--- config.mk ---
export PLATFORM = sky130hd
export DESIGN_NAME = itm_trace_packet_decoder_core
export DESIGN_NICKNAME = d
export VERILOG_FILES = /design/src/rtl/core/itp_pkg.sv /design/src/rtl/core/itm_trace_packet_decoder_core.sv /design/src/rtl/core/itp_front.sv /design/src/rtl/core/itp_cmd_queue.sv /design/src/rtl/core/itp_back.sv
export SDC_FILE = /design/constraint.sdc
export NUM_CORES = 2
export LEC_CHECK = 0
export ABC_AREA = 1
export BUFFER_PORTS_ARGS = -buffer_cell sky130_fd_sc_hd__buf_2
export CORE_MARGIN = 2
export CORE_UTILIZATION = 35
export DETAILED_ROUTE_END_ITERATION = 10
export PLACE_DENSITY = 0.6
export SYNTH_ARGS = -nofsm -noshare
export SYNTH_HDL_FRONTEND = slang
export SYNTH_SLANG_ARGS = --single-unit
export TNS_END_PERCENT = 100
--- constraint.sdc ---
create_clock -name clock -period 15.4 [get_ports clock]
set_clock_uncertainty 0.1 [all_clocks]
set_input_delay 2.31 -clock clock [delete_from_list [all_inputs] [get_ports clock]]
set_output_delay 2.31 -clock clock [all_outputs]
set_load 0.02 [all_outputs]
--- src/rtl/core/itp_pkg.sv ---
`timescale 1ns / 1ps
`default_nettype none
// ----------------------------------------------------------------------------
// ITM trace packet decoder package
// Shared constants, the parser phase and executor state types and the
// command passed from the parser to the executor.
// ----------------------------------------------------------------------------
package itp_pkg;

   localparam int ChannelCountDefault = 10;
   localparam int PendingDepthDefault = 16;
   localparam int MaxTimeBytesDefault = 4;
   localparam int CmdDepth            = 4;

   localparam logic [7:0] HdrOverflow = 8'h70;
   localparam logic [7:0] HdrDelayOne = 8'hD0;
   localparam logic [7:0] HdrDelayTwo = 8'hE0;
   localparam logic [7:0] HdrDelayThr = 8'hF0;

   typedef enum logic [2:0] {
      PH_IDLE = 3'd0,
      PH_SRC1 = 3'd1,
      PH_SRC2 = 3'd2,
      PH_SRC3 = 3'd3,
      PH_SRC4 = 3'd4,
      PH_TIME = 3'd5,
      PH_SKIP = 3'd6
   } phase_type;

   typedef enum logic [1:0] {
      BK_IDLE     = 2'd0,
      BK_FOLD_RD  = 2'd1,
      BK_FOLD_USE = 2'd2,
      BK_EMIT     = 2'd3
   } back_state_type;

   // One command per accepted byte that has any effect on the back end.
   typedef struct packed {
      logic        frame_inc;
      logic        err_inc;
      logic [2:0]  delay_inc;
      logic        src_push;
      logic [4:0]  src_ch;
      logic [31:0] src_val;
      logic        close;
      logic [27:0] close_time;
   } cmd_type;

endpackage
`default_nettype wire

--- src/rtl/core/itm_trace_packet_decoder_core.sv ---
`timescale 1ns / 1ps
`default_nettype none
// ----------------------------------------------------------------------------
// ITM trace packet decoder
// Parser, command queue and executor that decode an ITM trace byte stream.
// ----------------------------------------------------------------------------
// The parser takes each trace byte and queues a command for every byte that
// has an effect on the back end; a byte that closes an entry makes the
// executor read and then write each pending source packet into the held row,
// stopping at the first bad channel, then emit the row one channel result at
// a time (CHANNEL_COUNT results) as the output accepts them. Input stalls
// only when the four-entry command queue fills while the executor is folding
// or emitting.
module itm_trace_packet_decoder_core
   import itp_pkg::*;
#(
   parameter int CHANNEL_COUNT  = ChannelCountDefault,
   parameter int PENDING_DEPTH  = PendingDepthDefault,
   parameter int MAX_TIME_BYTES = MaxTimeBytesDefault
) (
   input  wire logic       clock,
   input  wire logic       reset,
   input  wire logic       req_push,
   output logic            req_full,
   input  wire logic [7:0] req_trace_byte,
   output logic            rsp_empty,
   input  wire logic       rsp_pop,
   output logic [3:0]      rsp_channel_index,
   output logic [31:0]     rsp_channel_value,
   output logic [27:0]     rsp_entry_time,
   output logic            rsp_last_of_entry,
   output logic [31:0]     rsp_frames_seen,
   output logic [31:0]     rsp_error_frames,
   output logic [31:0]     rsp_delayed_count_one,
   output logic [31:0]     rsp_delayed_count_two,
   output logic [31:0]     rsp_delayed_count_three
);

   cmd_type wr_cmd, rd_cmd;
   logic    wr_valid, q_empty, q_pop, accept;

   assign accept = req_push && !req_full;

   // Byte parser.
   itp_front #(
      .PENDING_DEPTH  (PENDING_DEPTH),
      .MAX_TIME_BYTES (MAX_TIME_BYTES)
   ) u_front (
      .clock      (clock),
      .reset      (reset),
      .byte_valid (accept),
      .byte_data  (req_trace_byte),
      .cmd        (wr_cmd),
      .cmd_valid  (wr_valid)
   );

   // Command queue between parser and executor.
   itp_cmd_queue u_queue (
      .clock   (clock),
      .reset   (reset),
      .wr_en   (wr_valid),
      .wr_data (wr_cmd),
      .full    (req_full),
      .rd_en   (q_pop),
      .rd_data (rd_cmd),
      .empty   (q_empty)
   );

   // Command executor and result register.
   itp_back #(
      .CHANNEL_COUNT (CHANNEL_COUNT),
      .PENDING_DEPTH (PENDING_DEPTH)
   ) u_back (
      .clock                   (clock),
      .reset                   (reset),
      .cmd                     (rd_cmd),
      .cmd_empty               (q_empty),
      .cmd_pop                 (q_pop),
      .rsp_empty               (rsp_empty),
      .rsp_pop                 (rsp_pop),
      .rsp_channel_index       (rsp_channel_index),
      .rsp_channel_value       (rsp_channel_value),
      .rsp_entry_time          (rsp_entry_time),
      .rsp_last_of_entry       (rsp_last_of_entry),
      .rsp_frames_seen         (rsp_frames_seen),
      .rsp_error_frames        (rsp_error_frames),
      .rsp_delayed_count_one   (rsp_delayed_count_one),
      .rsp_delayed_count_two   (rsp_delayed_count_two),
      .rsp_delayed_count_three (rsp_delayed_count_three)
   );

endmodule
`default_nettype wire

--- src/rtl/core/itp_front.sv ---
`timescale 1ns / 1ps
`default_nettype none
// ----------------------------------------------------------------------------
// ITM trace packet parser
// Classifies trace bytes, assembles source payloads and timestamps, and
// issues one command per effective byte.
// ----------------------------------------------------------------------------
module itp_front
   import itp_pkg::*;
#(
   parameter int PENDING_DEPTH  = PendingDepthDefault,
   parameter int MAX_TIME_BYTES = MaxTimeBytesDefault
) (
   input  wire logic       clock,
   input  wire logic       reset,
   input  wire logic       byte_valid,
   input  wire logic [7:0] byte_data,
   output cmd_type         cmd,
   output logic            cmd_valid
);

   localparam int CW = $clog2(PENDING_DEPTH + 1);
   localparam int SatBits = 7 * MAX_TIME_BYTES;
   localparam logic [27:0] TimeSat = 28'((64'd1 << SatBits) - 64'd1);

   phase_type   phase_ff, phase_in;
   logic [1:0]  size_ff, size_in;
   logic [CW-1:0] pcount_ff, pcount_in;
   logic [31:0] val_ff, val_in;
   logic [4:0]  ch_ff, ch_in;
   logic [27:0] tacc_ff, tacc_in;
   logic [2:0]  tcnt_ff, tcnt_in;
   logic        tover_ff, tover_in;
   logic        slot_free;
   logic [6:0]  grp;

   assign slot_free = pcount_ff < CW'(PENDING_DEPTH);
   assign grp = byte_data[6:0];

   // Byte classification and next parser state.
   always_comb begin
      phase_in = phase_ff;
      size_in = size_ff;
      pcount_in = pcount_ff;
      val_in = val_ff;
      ch_in = ch_ff;
      tacc_in = tacc_ff;
      tcnt_in = tcnt_ff;
      tover_in = tover_ff;
      cmd = '0;
      case (phase_ff)
         PH_IDLE: begin
            cmd.frame_inc = 1'b1;
            if (byte_data[1:0] != 2'd0 && !byte_data[2]) begin
               size_in = byte_data[1:0];
               ch_in = byte_data[7:3];
               val_in = '0;
               phase_in = PH_SRC1;
            end else if (byte_data == HdrOverflow) begin
               cmd.err_inc = 1'b1;
            end else if (byte_data[3:0] == 4'd0 && byte_data[6:4] != 3'd0) begin
               cmd.delay_inc[0] = byte_data == HdrDelayOne;
               cmd.delay_inc[1] = byte_data == HdrDelayTwo;
               cmd.delay_inc[2] = byte_data == HdrDelayThr;
               tacc_in = '0;
               tcnt_in = '0;
               tover_in = 1'b0;
               if (byte_data[7]) begin
                  phase_in = PH_TIME;
               end else begin
                  cmd.close = 1'b1;
                  cmd.close_time = 28'(byte_data[6:4]);
                  pcount_in = '0;
               end
            end else if ((byte_data & 8'h0B) == 8'h08) begin
               if (byte_data[7]) begin
                  phase_in = PH_SKIP;
               end
            end else begin
               cmd.err_inc = 1'b1;
            end
         end
         PH_SRC1, PH_SRC2, PH_SRC3, PH_SRC4: begin
            if (phase_ff == PH_SRC1) begin
               val_in[7:0] = byte_data;
            end else if (phase_ff == PH_SRC2) begin
               val_in[15:8] = byte_data;
            end else if (phase_ff == PH_SRC3) begin
               val_in[23:16] = byte_data;
            end else begin
               val_in[31:24] = byte_data;
            end
            if ((phase_ff == PH_SRC1 && size_ff == 2'd1) ||
                (phase_ff == PH_SRC2 && size_ff == 2'd2) || phase_ff == PH_SRC4) begin
               phase_in = PH_IDLE;
               if (slot_free) begin
                  cmd.src_push = 1'b1;
                  cmd.src_ch = ch_ff;
                  cmd.src_val = val_in;
                  pcount_in = pcount_ff + CW'(1);
               end else begin
                  cmd.err_inc = 1'b1;
               end
            end else if (phase_ff == PH_SRC1) begin
               phase_in = PH_SRC2;
            end else if (phase_ff == PH_SRC2) begin
               phase_in = PH_SRC3;
            end else begin
               phase_in = PH_SRC4;
            end
         end
         PH_TIME: begin
            if (tcnt_ff < 3'(MAX_TIME_BYTES)) begin
               for (int k = 0; k < MAX_TIME_BYTES; k++) begin
                  if (tcnt_ff == 3'(k)) begin
                     tacc_in = tacc_ff | (28'(grp) << (7 * k));
                  end
               end
               tcnt_in = tcnt_ff + 3'd1;
            end else if (grp != 7'd0) begin
               tover_in = 1'b1;
            end
            if (!byte_data[7]) begin
               phase_in = PH_IDLE;
               cmd.close = 1'b1;
               cmd.close_time = tover_in ? TimeSat : tacc_in;
               pcount_in = '0;
            end
         end
         PH_SKIP: begin
            if (!byte_data[7]) begin
               phase_in = PH_IDLE;
            end
         end
         default: begin
            phase_in = PH_IDLE;
         end
      endcase
      cmd_valid = byte_valid &&
                  (cmd.frame_inc || cmd.err_inc || cmd.src_push || cmd.close);
   end

   // Parser state registers.
   always_ff @(posedge clock) begin
      if (reset) begin
         phase_ff <= PH_IDLE;
         size_ff <= '0;
         pcount_ff <= '0;
         tacc_ff <= '0;
         tcnt_ff <= '0;
         tover_ff <= 1'b0;
      end else if (byte_valid) begin
         phase_ff <= phase_in;
         size_ff <= size_in;
         pcount_ff <= pcount_in;
         tacc_ff <= tacc_in;
         tcnt_ff <= tcnt_in;
         tover_ff <= tover_in;
      end
   end

   // Payload assembly registers.
   always_ff @(posedge clock) begin
      if (byte_valid) begin
         val_ff <= val_in;
         ch_ff <= ch_in;
      end
   end

endmodule
`default_nettype wire

--- src/rtl/core/itp_cmd_queue.sv ---
`timescale 1ns / 1ps
`default_nettype none
// ----------------------------------------------------------------------------
// ITM trace command queue
// Small register queue that decouples the parser from the executor.
// ----------------------------------------------------------------------------
module itp_cmd_queue
   import itp_pkg::*;
(
   input  wire logic    clock,
   input  wire logic    reset,
   input  wire logic    wr_en,
   input  wire cmd_type wr_data,
   output logic         full,
   input  wire logic    rd_en,
   output cmd_type      rd_data,
   output logic         empty
);

   localparam int AW = $clog2(CmdDepth);

   cmd_type       mem_ff [CmdDepth];
   logic [AW-1:0] wptr_ff, rptr_ff;
   logic [AW:0]   count_ff;

   assign full = count_ff == (AW + 1)'(CmdDepth);
   assign empty = count_ff == '0;
   assign rd_data = mem_ff[rptr_ff];

   // Storage write.
   always_ff @(posedge clock) begin
      if (wr_en) begin
         mem_ff[wptr_ff] <= wr_data;
      end
   end

   // Pointers and fill level.
   always_ff @(posedge clock) begin
      if (reset) begin
         wptr_ff <= '0;
         rptr_ff <= '0;
         count_ff <= '0;
      end else begin
         if (wr_en) begin
            wptr_ff <= wptr_ff + AW'(1);
         end
         if (rd_en) begin
            rptr_ff <= rptr_ff + AW'(1);
         end
         count_ff <= count_ff + (AW + 1)'(wr_en) - (AW + 1)'(rd_en);
      end
   end

endmodule
`default_nettype wire

--- src/rtl/core/itp_back.sv ---
`timescale 1ns / 1ps
`default_nettype none
// ----------------------------------------------------------------------------
// ITM trace command executor
// Keeps the counters and the pending queue, folds it into the held row on
// an entry close, and emits the row one channel per transfer.
// ----------------------------------------------------------------------------
module itp_back
   import itp_pkg::*;
#(
   parameter int CHANNEL_COUNT = ChannelCountDefault,
   parameter int PENDING_DEPTH = PendingDepthDefault
) (
   input  wire logic    clock,
   input  wire logic    reset,
   input  wire cmd_type cmd,
   input  wire logic    cmd_empty,
   output logic         cmd_pop,
   output logic         rsp_empty,
   input  wire logic    rsp_pop,
   output logic [3:0]   rsp_channel_index,
   output logic [31:0]  rsp_channel_value,
   output logic [27:0]  rsp_entry_time,
   output logic         rsp_last_of_entry,
   output logic [31:0]  rsp_frames_seen,
   output logic [31:0]  rsp_error_frames,
   output logic [31:0]  rsp_delayed_count_one,
   output logic [31:0]  rsp_delayed_count_two,
   output logic [31:0]  rsp_delayed_count_three
);

   localparam int CW = $clog2(PENDING_DEPTH + 1);
   localparam int IW = $clog2(PENDING_DEPTH);
   localparam int EW = $clog2(CHANNEL_COUNT);

   back_state_type state_ff, state_in;
   logic [CW-1:0] cnt_ff;
   logic [IW-1:0] idx_ff;
   logic [EW-1:0] emit_ff;
   logic [4:0]    mem_ch [PENDING_DEPTH];
   logic [31:0]   mem_val [PENDING_DEPTH];
   logic [4:0]    rd_ch_ff;
   logic [31:0]   rd_val_ff;
   logic [31:0]   held_ff [CHANNEL_COUNT];
   logic [27:0]   time_ff;
   logic [31:0]   frame_ff, err_ff, dly0_ff, dly1_ff, dly2_ff;
   logic          out_valid_ff;
   logic          wr_en, ch_ok, fold_last, out_load, emit_last;

   assign ch_ok = {1'b0, rd_ch_ff} < 6'(CHANNEL_COUNT);
   assign fold_last = CW'(idx_ff) + CW'(1) == cnt_ff;
   assign emit_last = emit_ff == EW'(CHANNEL_COUNT - 1);
   assign wr_en = cmd_pop && cmd.src_push && cnt_ff < CW'(PENDING_DEPTH);
   assign rsp_empty = !out_valid_ff;

   // Next state and strobes.
   always_comb begin
      state_in = state_ff;
      cmd_pop = 1'b0;
      out_load = 1'b0;
      case (state_ff)
         BK_IDLE: begin
            if (!cmd_empty) begin
               cmd_pop = 1'b1;
               if (cmd.close) begin
                  state_in = (cnt_ff == '0) ? BK_EMIT : BK_FOLD_RD;
               end
            end
         end
         BK_FOLD_RD: begin
            state_in = BK_FOLD_USE;
         end
         BK_FOLD_USE: begin
            state_in = (!ch_ok || fold_last) ? BK_EMIT : BK_FOLD_RD;
         end
         BK_EMIT: begin
            out_load = !out_valid_ff || rsp_pop;
            if (out_load && emit_last) begin
               state_in = BK_IDLE;
            end
         end
         default: begin
            state_in = BK_IDLE;
         end
      endcase
   end

   // Pending queue storage with registered read.
   always_ff @(posedge clock) begin
      if (wr_en) begin
         mem_ch[cnt_ff[IW-1:0]] <= cmd.src_ch;
         mem_val[cnt_ff[IW-1:0]] <= cmd.src_val;
      end
      rd_ch_ff <= mem_ch[idx_ff];
      rd_val_ff <= mem_val[idx_ff];
   end

   // Control state, counters and held row.
   always_ff @(posedge clock) begin
      if (reset) begin
         state_ff <= BK_IDLE;
         cnt_ff <= '0;
         idx_ff <= '0;
         emit_ff <= '0;
         frame_ff <= '0;
         err_ff <= '0;
         dly0_ff <= '0;
         dly1_ff <= '0;
         dly2_ff <= '0;
         out_valid_ff <= 1'b0;
         for (int i = 0; i < CHANNEL_COUNT; i++) begin
            held_ff[i] <= '0;
         end
      end else begin
         state_ff <= state_in;
         if (cmd_pop) begin
            frame_ff <= frame_ff + 32'(cmd.frame_inc);
            err_ff <= err_ff + 32'(cmd.err_inc);
            dly0_ff <= dly0_ff + 32'(cmd.delay_inc[0]);
            dly1_ff <= dly1_ff + 32'(cmd.delay_inc[1]);
            dly2_ff <= dly2_ff + 32'(cmd.delay_inc[2]);
            if (wr_en) begin
               cnt_ff <= cnt_ff + CW'(1);
            end
            if (cmd.close) begin
               time_ff <= cmd.close_time;
               idx_ff <= '0;
               emit_ff <= '0;
               if (cnt_ff == '0) begin
                  cnt_ff <= '0;
               end
            end
         end
         if (state_ff == BK_FOLD_USE) begin
            if (!ch_ok) begin
               err_ff <= err_ff + 32'd1;
               cnt_ff <= '0;
            end else begin
               held_ff[rd_ch_ff[EW-1:0]] <= rd_val_ff;
               if (fold_last) begin
                  cnt_ff <= '0;
               end else begin
                  idx_ff <= idx_ff + IW'(1);
               end
            end
         end
         if (out_load) begin
            out_valid_ff <= 1'b1;
            emit_ff <= emit_last ? '0 : emit_ff + EW'(1);
         end else if (rsp_pop) begin
            out_valid_ff <= 1'b0;
         end
      end
   end

   // Result register.
   always_ff @(posedge clock) begin
      if (out_load) begin
         rsp_channel_index <= 4'(emit_ff);
         rsp_channel_value <= held_ff[emit_ff];
         rsp_entry_time <= time_ff;
         rsp_last_of_entry <= emit_last;
         rsp_frames_seen <= frame_ff;
         rsp_error_frames <= err_ff;
         rsp_delayed_count_one <= dly0_ff;
         rsp_delayed_count_two <= dly1_ff;
         rsp_delayed_count_three <= dly2_ff;
      end
   end

endmodule
`default_nettype wire

# Yosys cells after proc, flatten, opt, wreduce, memory -nomap -nowiden
# Memory sizes are Yosys's and may differ from the RTL's. A register that Yosys moved wholly into a read port is not among the register bits.
# Cells that the tools add are included.
[word_totals]
reg_bits = 483
ramBits = 1200
in_bits = 12
out_inout_bits = 227
mem_count = 4
[op_classes]
addsub = 16
order_cmp = 4
eq_ne = 37
mux = 113
bitwise = 5
reduce_logical = 47
[memory_table]
columns = ["name", "depth", "word_bits", "rd", "rd_ports_with_merged_regs", "wr", "line_no", "source"]
rows = [
  ["u_back.mem_val", 16, 32, 1, 1, 1, "itp_back.sv:41", "logic [31:0] mem_val [PENDING_DEPTH];"],
  ["u_back.held_ff", 10, 32, 1, 1, 10, "itp_back.sv:44", "logic [31:0] held_ff [CHANNEL_COUNT];"],
  ["u_queue.mem_ff", 4, 72, 1, 1, 1, "itp_cmd_queue.sv:22", "cmd_type mem_ff [CmdDepth];"],
  ["u_back.mem_ch", 16, 5, 1, 1, 1, "itp_back.sv:40", "logic [4:0] mem_ch [PENDING_DEPTH];"],
]
[ops]
columns = ["operator", "count"]
rows = [
  ["$mux W28", 9],
  ["$add A32 B1 Y32", 5],
  ["$mux W32", 5],
  ["$mux W29", 5],
  ["$mux W38", 3],
  ["$mux W5", 13],
  ["$pmux W32 S2", 1],
  ["$pmux W29 S2", 1],
  ["$pmux W28 S2", 1],
  ["$mux W3", 17],
  ["$mux W4", 11],
  ["$add A32 B1 Y32 const B", 1],
  ["$mux W8", 4],
  ["$reduce_or A32 Y1", 1],
  ["$mux W1", 28],
  ["$or A28 B14 Y28", 1],
  ["$or A28 B21 Y28", 1],
  ["$or A28 B28 Y28", 1],
  ["$or A28 B7 Y28", 1],
  ["$eq A8 B8 Y1 const B", 3],
  ["$mux W24", 1],
  ["$mux W16", 1],
  ["$eq A3 B3 Y1 const B", 5],
  ["$pmux W5 S3", 1],
  ["other kinds (45)", 102],
]

# Longest topological paths before layout
[depth]
ltp_word = 13
ltp_mapped = 18
mapped_depth_nobuf = 15

# Modules after synthesis
# A second synthesis with hierarchy kept.
[unflattened]
hier_cells = 6934
area_unflattened_um2 = 80095.6
[modules_own_cells]
columns = ["mod", "n_inst", "cells_each", "area_per_inst_um2", "seq_area_each_um2"]
rows = [
  ["itp_back", 1, 5372, 63113.0, 45013.2],
  ["itp_cmd_queue", 1, 896, 12169.2, 8828.5],
  ["itp_front", 1, 664, 4803.4, 1951.9],
  ["itm_trace_packet_decoder_core", 1, 2, 10.0, 0.0],
]

# Worst setup path before layout
# Ideal clock, no wire load.
[synth_path]
kind = "input-to-reg"
startpoint = "in rsp_pop"
endpoint = "reg u_back.emit_ff[1]"
arrival_ps = 13498
setup_slack_ps = 1731
cell_stages = 5
path_buffers = 0
path_cell_list = "nor2_1 -> nor2_1 -> nand2_1 -> or2_2 -> a21oi_1"
[synth_via]
elab_chain_len = 4
elab_cells_between_ends = 6
[synth_rtl]
columns = ["item", "line_no", "source"]
rows = [
  ["start: declaration", "itm_trace_packet_decoder_core.sv:27", "input wire logic rsp_pop,"],
  ["$logic_or A1 B1 Y1 (*)", "itp_back.sv:77", "out_load = !out_valid_ff || rsp_pop;"],
  ["$mux W1 (*)", "itp_back.sv:61", "case (state_ff)"],
  ["named net u_back.out_load", "itp_back.sv:48", "logic wr_en, ch_ok, fold_last, out_load, emit_last;"],
  ["$reduce_bool A2 Y1 (no source line)", "-", ""],
  ["$reduce_and A2 Y1 (no source line)", "-", ""],
  ["end signal: assignment", "itp_back.sv:149", "emit_ff <= emit_last ? '0 : emit_ff + EW'(1);"],
  ["end: declaration", "itp_back.sv:39", "logic [EW-1:0] emit_ff;"],
]
# Mark *: on every way through the listed nets, which the timed path passes. The rest lies on a longest branch.
# A chain may end at the register's enable or synchronous reset.

==> summary.md <==
| Metric | Value |
|---|---|
| Top cells by instance count after synthesis | `edfxtp_1 (1682), nor2_1 (1269), nand2_1 (964)` |
| Root buf cell | `clkbuf_16` |
| Count of nets after finishing | `7243` |
| Detailed router's first-iteration violation count | `4773` |
| Grt total ovfl | `0` |
| Multi-input logic area | `20800 um2` |
| Postcts setup bufs | `0` |
| CP max stage delay | `0.91 ns` |
| Crit path kind | `in2reg` |
| Final hold vios | `0` |
| Number of synthesized flops with an enable pin | `1682` |
| Register area | `55800 um2` |
| Fillers | `20900` |
| Leakage dissipation | `31.5 nW` |
| P per Cell Area | `157 nW/um2` |
| Die Wd | `477 um` |
| Slew @ Worst Pin | `1.39 ns` |
| Most common cell in the synthesized netlist | `edfxtp_1` |
| Buffers & Inverters on Critical Path | `5` |
| Later-pin clock latency in the skew report | `0.84 ns` |
| Height of the die | `477 um` |
| Grt met2 use | `0.276` |
| Tmin final | `5.82 ns` |
| Synth unique cells | `45` |
| Post-Synthesis Cells | `6845` |
| Critical-path cell list | `buf_2 -> inv_1 -> nand4_1 -> nor2_1 -> inv_1 -> nand2_1 -> nand2_1 -> nand2_1 -> nor2_1 -> nor2_1 -> inv_1 -> nor2_4 -> buf_4` |
| Row Count | `173` |
| Crit path required time | `15.72 ns` |
| Pre-Repair DR Iteration Count | `6` |
| Number of synthesized register bits | `1946` |
| HPWL Detailed | `118000 um` |
| Cell total after placement | `9977` |
| Worst-path clk slew | `0.06 ns` |
| Final setup violation count | `0` |
| Synth warn | `0` |
| Critical Path End Type | `flop` |
| CTS tree | `built` |
| DRT Wirelength | `200000 um` |
| Total GRT Usage | `0.170` |
| Synth top area cells | `edfxtp_1 (64%), dfxtp_1 (6.7%), nor2_1 (6.1%)` |
| CTS Hold Bufs | `0` |
| Worst Path Arrival | `6.14 ns` |
| Met3 Use GR | `0.0265` |
| M1 GR Usage | `0.237` |
| Max clock buf depth | `3` |
| Antenna violations before repair | `7` |
| CTS resizes | `0` |
| Worst Hold Class | `reg2reg` |
| Maxcap violations | `0` |
| First-pass GRT wire length | `304000 um` |
| Synth top area share | `0.645` |
| Vias per inst | `5.11` |
| Synth Flop Type | `edfxtp_1` |
| Top-level I/O count | `239` |
| Layout cell share with drive strength beyond 1 | `0.0953` |
| R2R Setup Slk | `10.34 ns` |
| Core ar. | `222000 um2` |
| Tcrit/Tclk final | `0.378` |
| Worst slew margin | `0.0735` |
| Drc violations | `0` |
| Slowest cell on crit path | `nor2_4` |
| VDD IR max | `0.116 mV` |
| Asr flop ratio synth | `0` |
| Max Slew Vio Count | `0` |
| Cell area after synthesis | `78400 um2` |
| Largest net degree at the start of global routing | `147` |
| Setup_tns | `0 ns` |
| WL/cell | `19.4 um` |
| Cell taking the most area after synthesis | `edfxtp_1` |
| Port buffer count | `238` |
| RSZ-0062 raised after global routing | `false` |
| Sink Count | `1946` |
| CTS Buf Count | `195` |
| H-tree Lvls | `4` |
| Largest delay contributor family on the critical path | `simple AND/OR/NAND/NOR gates` |
| Max Fclk | `172 MHz` |
| Sequential fraction of the synthesis area | `0.712` |
| Starting density of the core | `0.352` |
| Vias in the first global route | `50500` |
| Worst-path fanout max | `39` |
| Syn avg cell area | `11.4 um2` |
| Die area | `228000 um2` |
| Placer Congestion | `0.879` |
| Routed via count | `52900` |
| Outcome | `finished, final reports clean` |
| Routed Antenna Nets | `0` |
| Post-Layout Cell Count | `10400` |
| Synth-to-layout area growth | `15.0%` |
| Top Usage Layer GRT | `met2` |
| CP Launch Type | `primary input` |
[metal layers]
layer	up-vias	share of wire
li1	24900	-
met1	26000	0.45
met2	1696	0.47
met3	279	0.063
met4	0	0.022
met5	-	0
[placed cells by master (no fill, tap or decap), types with 198 or more instances in the layout]
cell type,n
nand3_1,254
dfxtp_1,254
nor2_1,1251
clkbuf_16,198
a21oi_1,282
inv_1,312
nand2_1,961
o21ai_0,753
buf_2,237
edfxtp_1,1682
[metrics by stage]
step	hold slack (ns)	utilization	total power [W]	area [um2]	setup WS (ns)
after floorplan	0.300	-	0.00847	79100	1.73
after global placement	0.306	0.376	0.00939	83500	8.86
after detailed placement	0.312	0.376	0.00946	83500	8.84
after CTS	0.301	0.405	0.0143	90100	9.65
after global routing	0.328	0.405	0.0148	90100	9.31
final	0.298	0.405	0.0142	90100	9.58
[power breakdown]
part           internal [W]  switching, W  total (W)
clock               0.00278       0.00203    0.00481
combinational      0.000540       0.00190    0.00244
sequential          0.00667      0.000246    0.00692
total               0.00999       0.00418     0.0142
[worst reg2reg max path: stages (launching register included)]
cell	delay [ns]
dfxtp_4	0.54
inv_4	0.69
buf_4	0.67
o21ai_0	0.17
o22ai_1	0.58
ha_1	0.52
ha_1	0.26
inv_1	0.08
nor2_1	0.14
inv_1	0.07
nor2_1	0.27
nand2_1	0.16
nor2_1	0.29
nand3_1	0.14
o21ai_0	0.17
nor2_1	0.06
[worst paths after layout]
check | from | endpoint | depth (start not counted)
worst max-delay path | req_trace_byte[7] | u_queue.mem_ff[2][42]$_DFFE_PP_ | 13
worst min-delay path | u_back.time_ff[12]$_DFFE_PP_ | u_back.rsp_entry_time[12]$_DFFE_PP_ | 0
worst max register to register | flop | u_back.dly2_ff[20]$_SDFFE_PP0P_ | 15
worst min register to register | u_back.time_ff[12]$_DFFE_PP_ | u_back.rsp_entry_time[12]$_DFFE_PP_ | 0
[cell families after synthesis]
family	after synthesis	synth area share
simple gates	2678	0.138
flops	1946	0.712
compound gates	1428	0.104
buf+inv	705	0.0343
xor+xnor	56	0.00626
fa+ha+maj	31	0.00505
other cells	1	0.0000479
[registers in the layout, summed over array words and instances (netlist names), 32 cells and up, named ones only]
signal / flops
u_back.held_ff: 512
u_back.rsp_frames_seen: 32
u_back.rsp_delayed_count_one: 32
u_back.rsp_delayed_count_three: 32
u_back.rd_val_ff: 32
u_back.mem_ch: 80
u_back.dly0_ff: 32
u_back.frame_ff: 32
u_back.dly1_ff: 32
u_back.mem_val: 512
u_back.rsp_delayed_count_two: 32
u_back.rsp_channel_value: 32
u_back.dly2_ff: 32
u_queue.mem_ff: 288
u_back.err_ff: 32
u_front.val_ff: 32
u_back.rsp_error_frames: 32
[layout make-up]
type                       count  area share
inverter                     330      0.0140
antenna                        3   0.0000833
multi-input combinational   4385       0.230
clock inverter                91      0.0122
timing repair buffer         342      0.0219
tap                         2975      0.0413
sequential                  1946       0.619
clock buffer                 279      0.0609
Power figures use the tool's default switching activity.
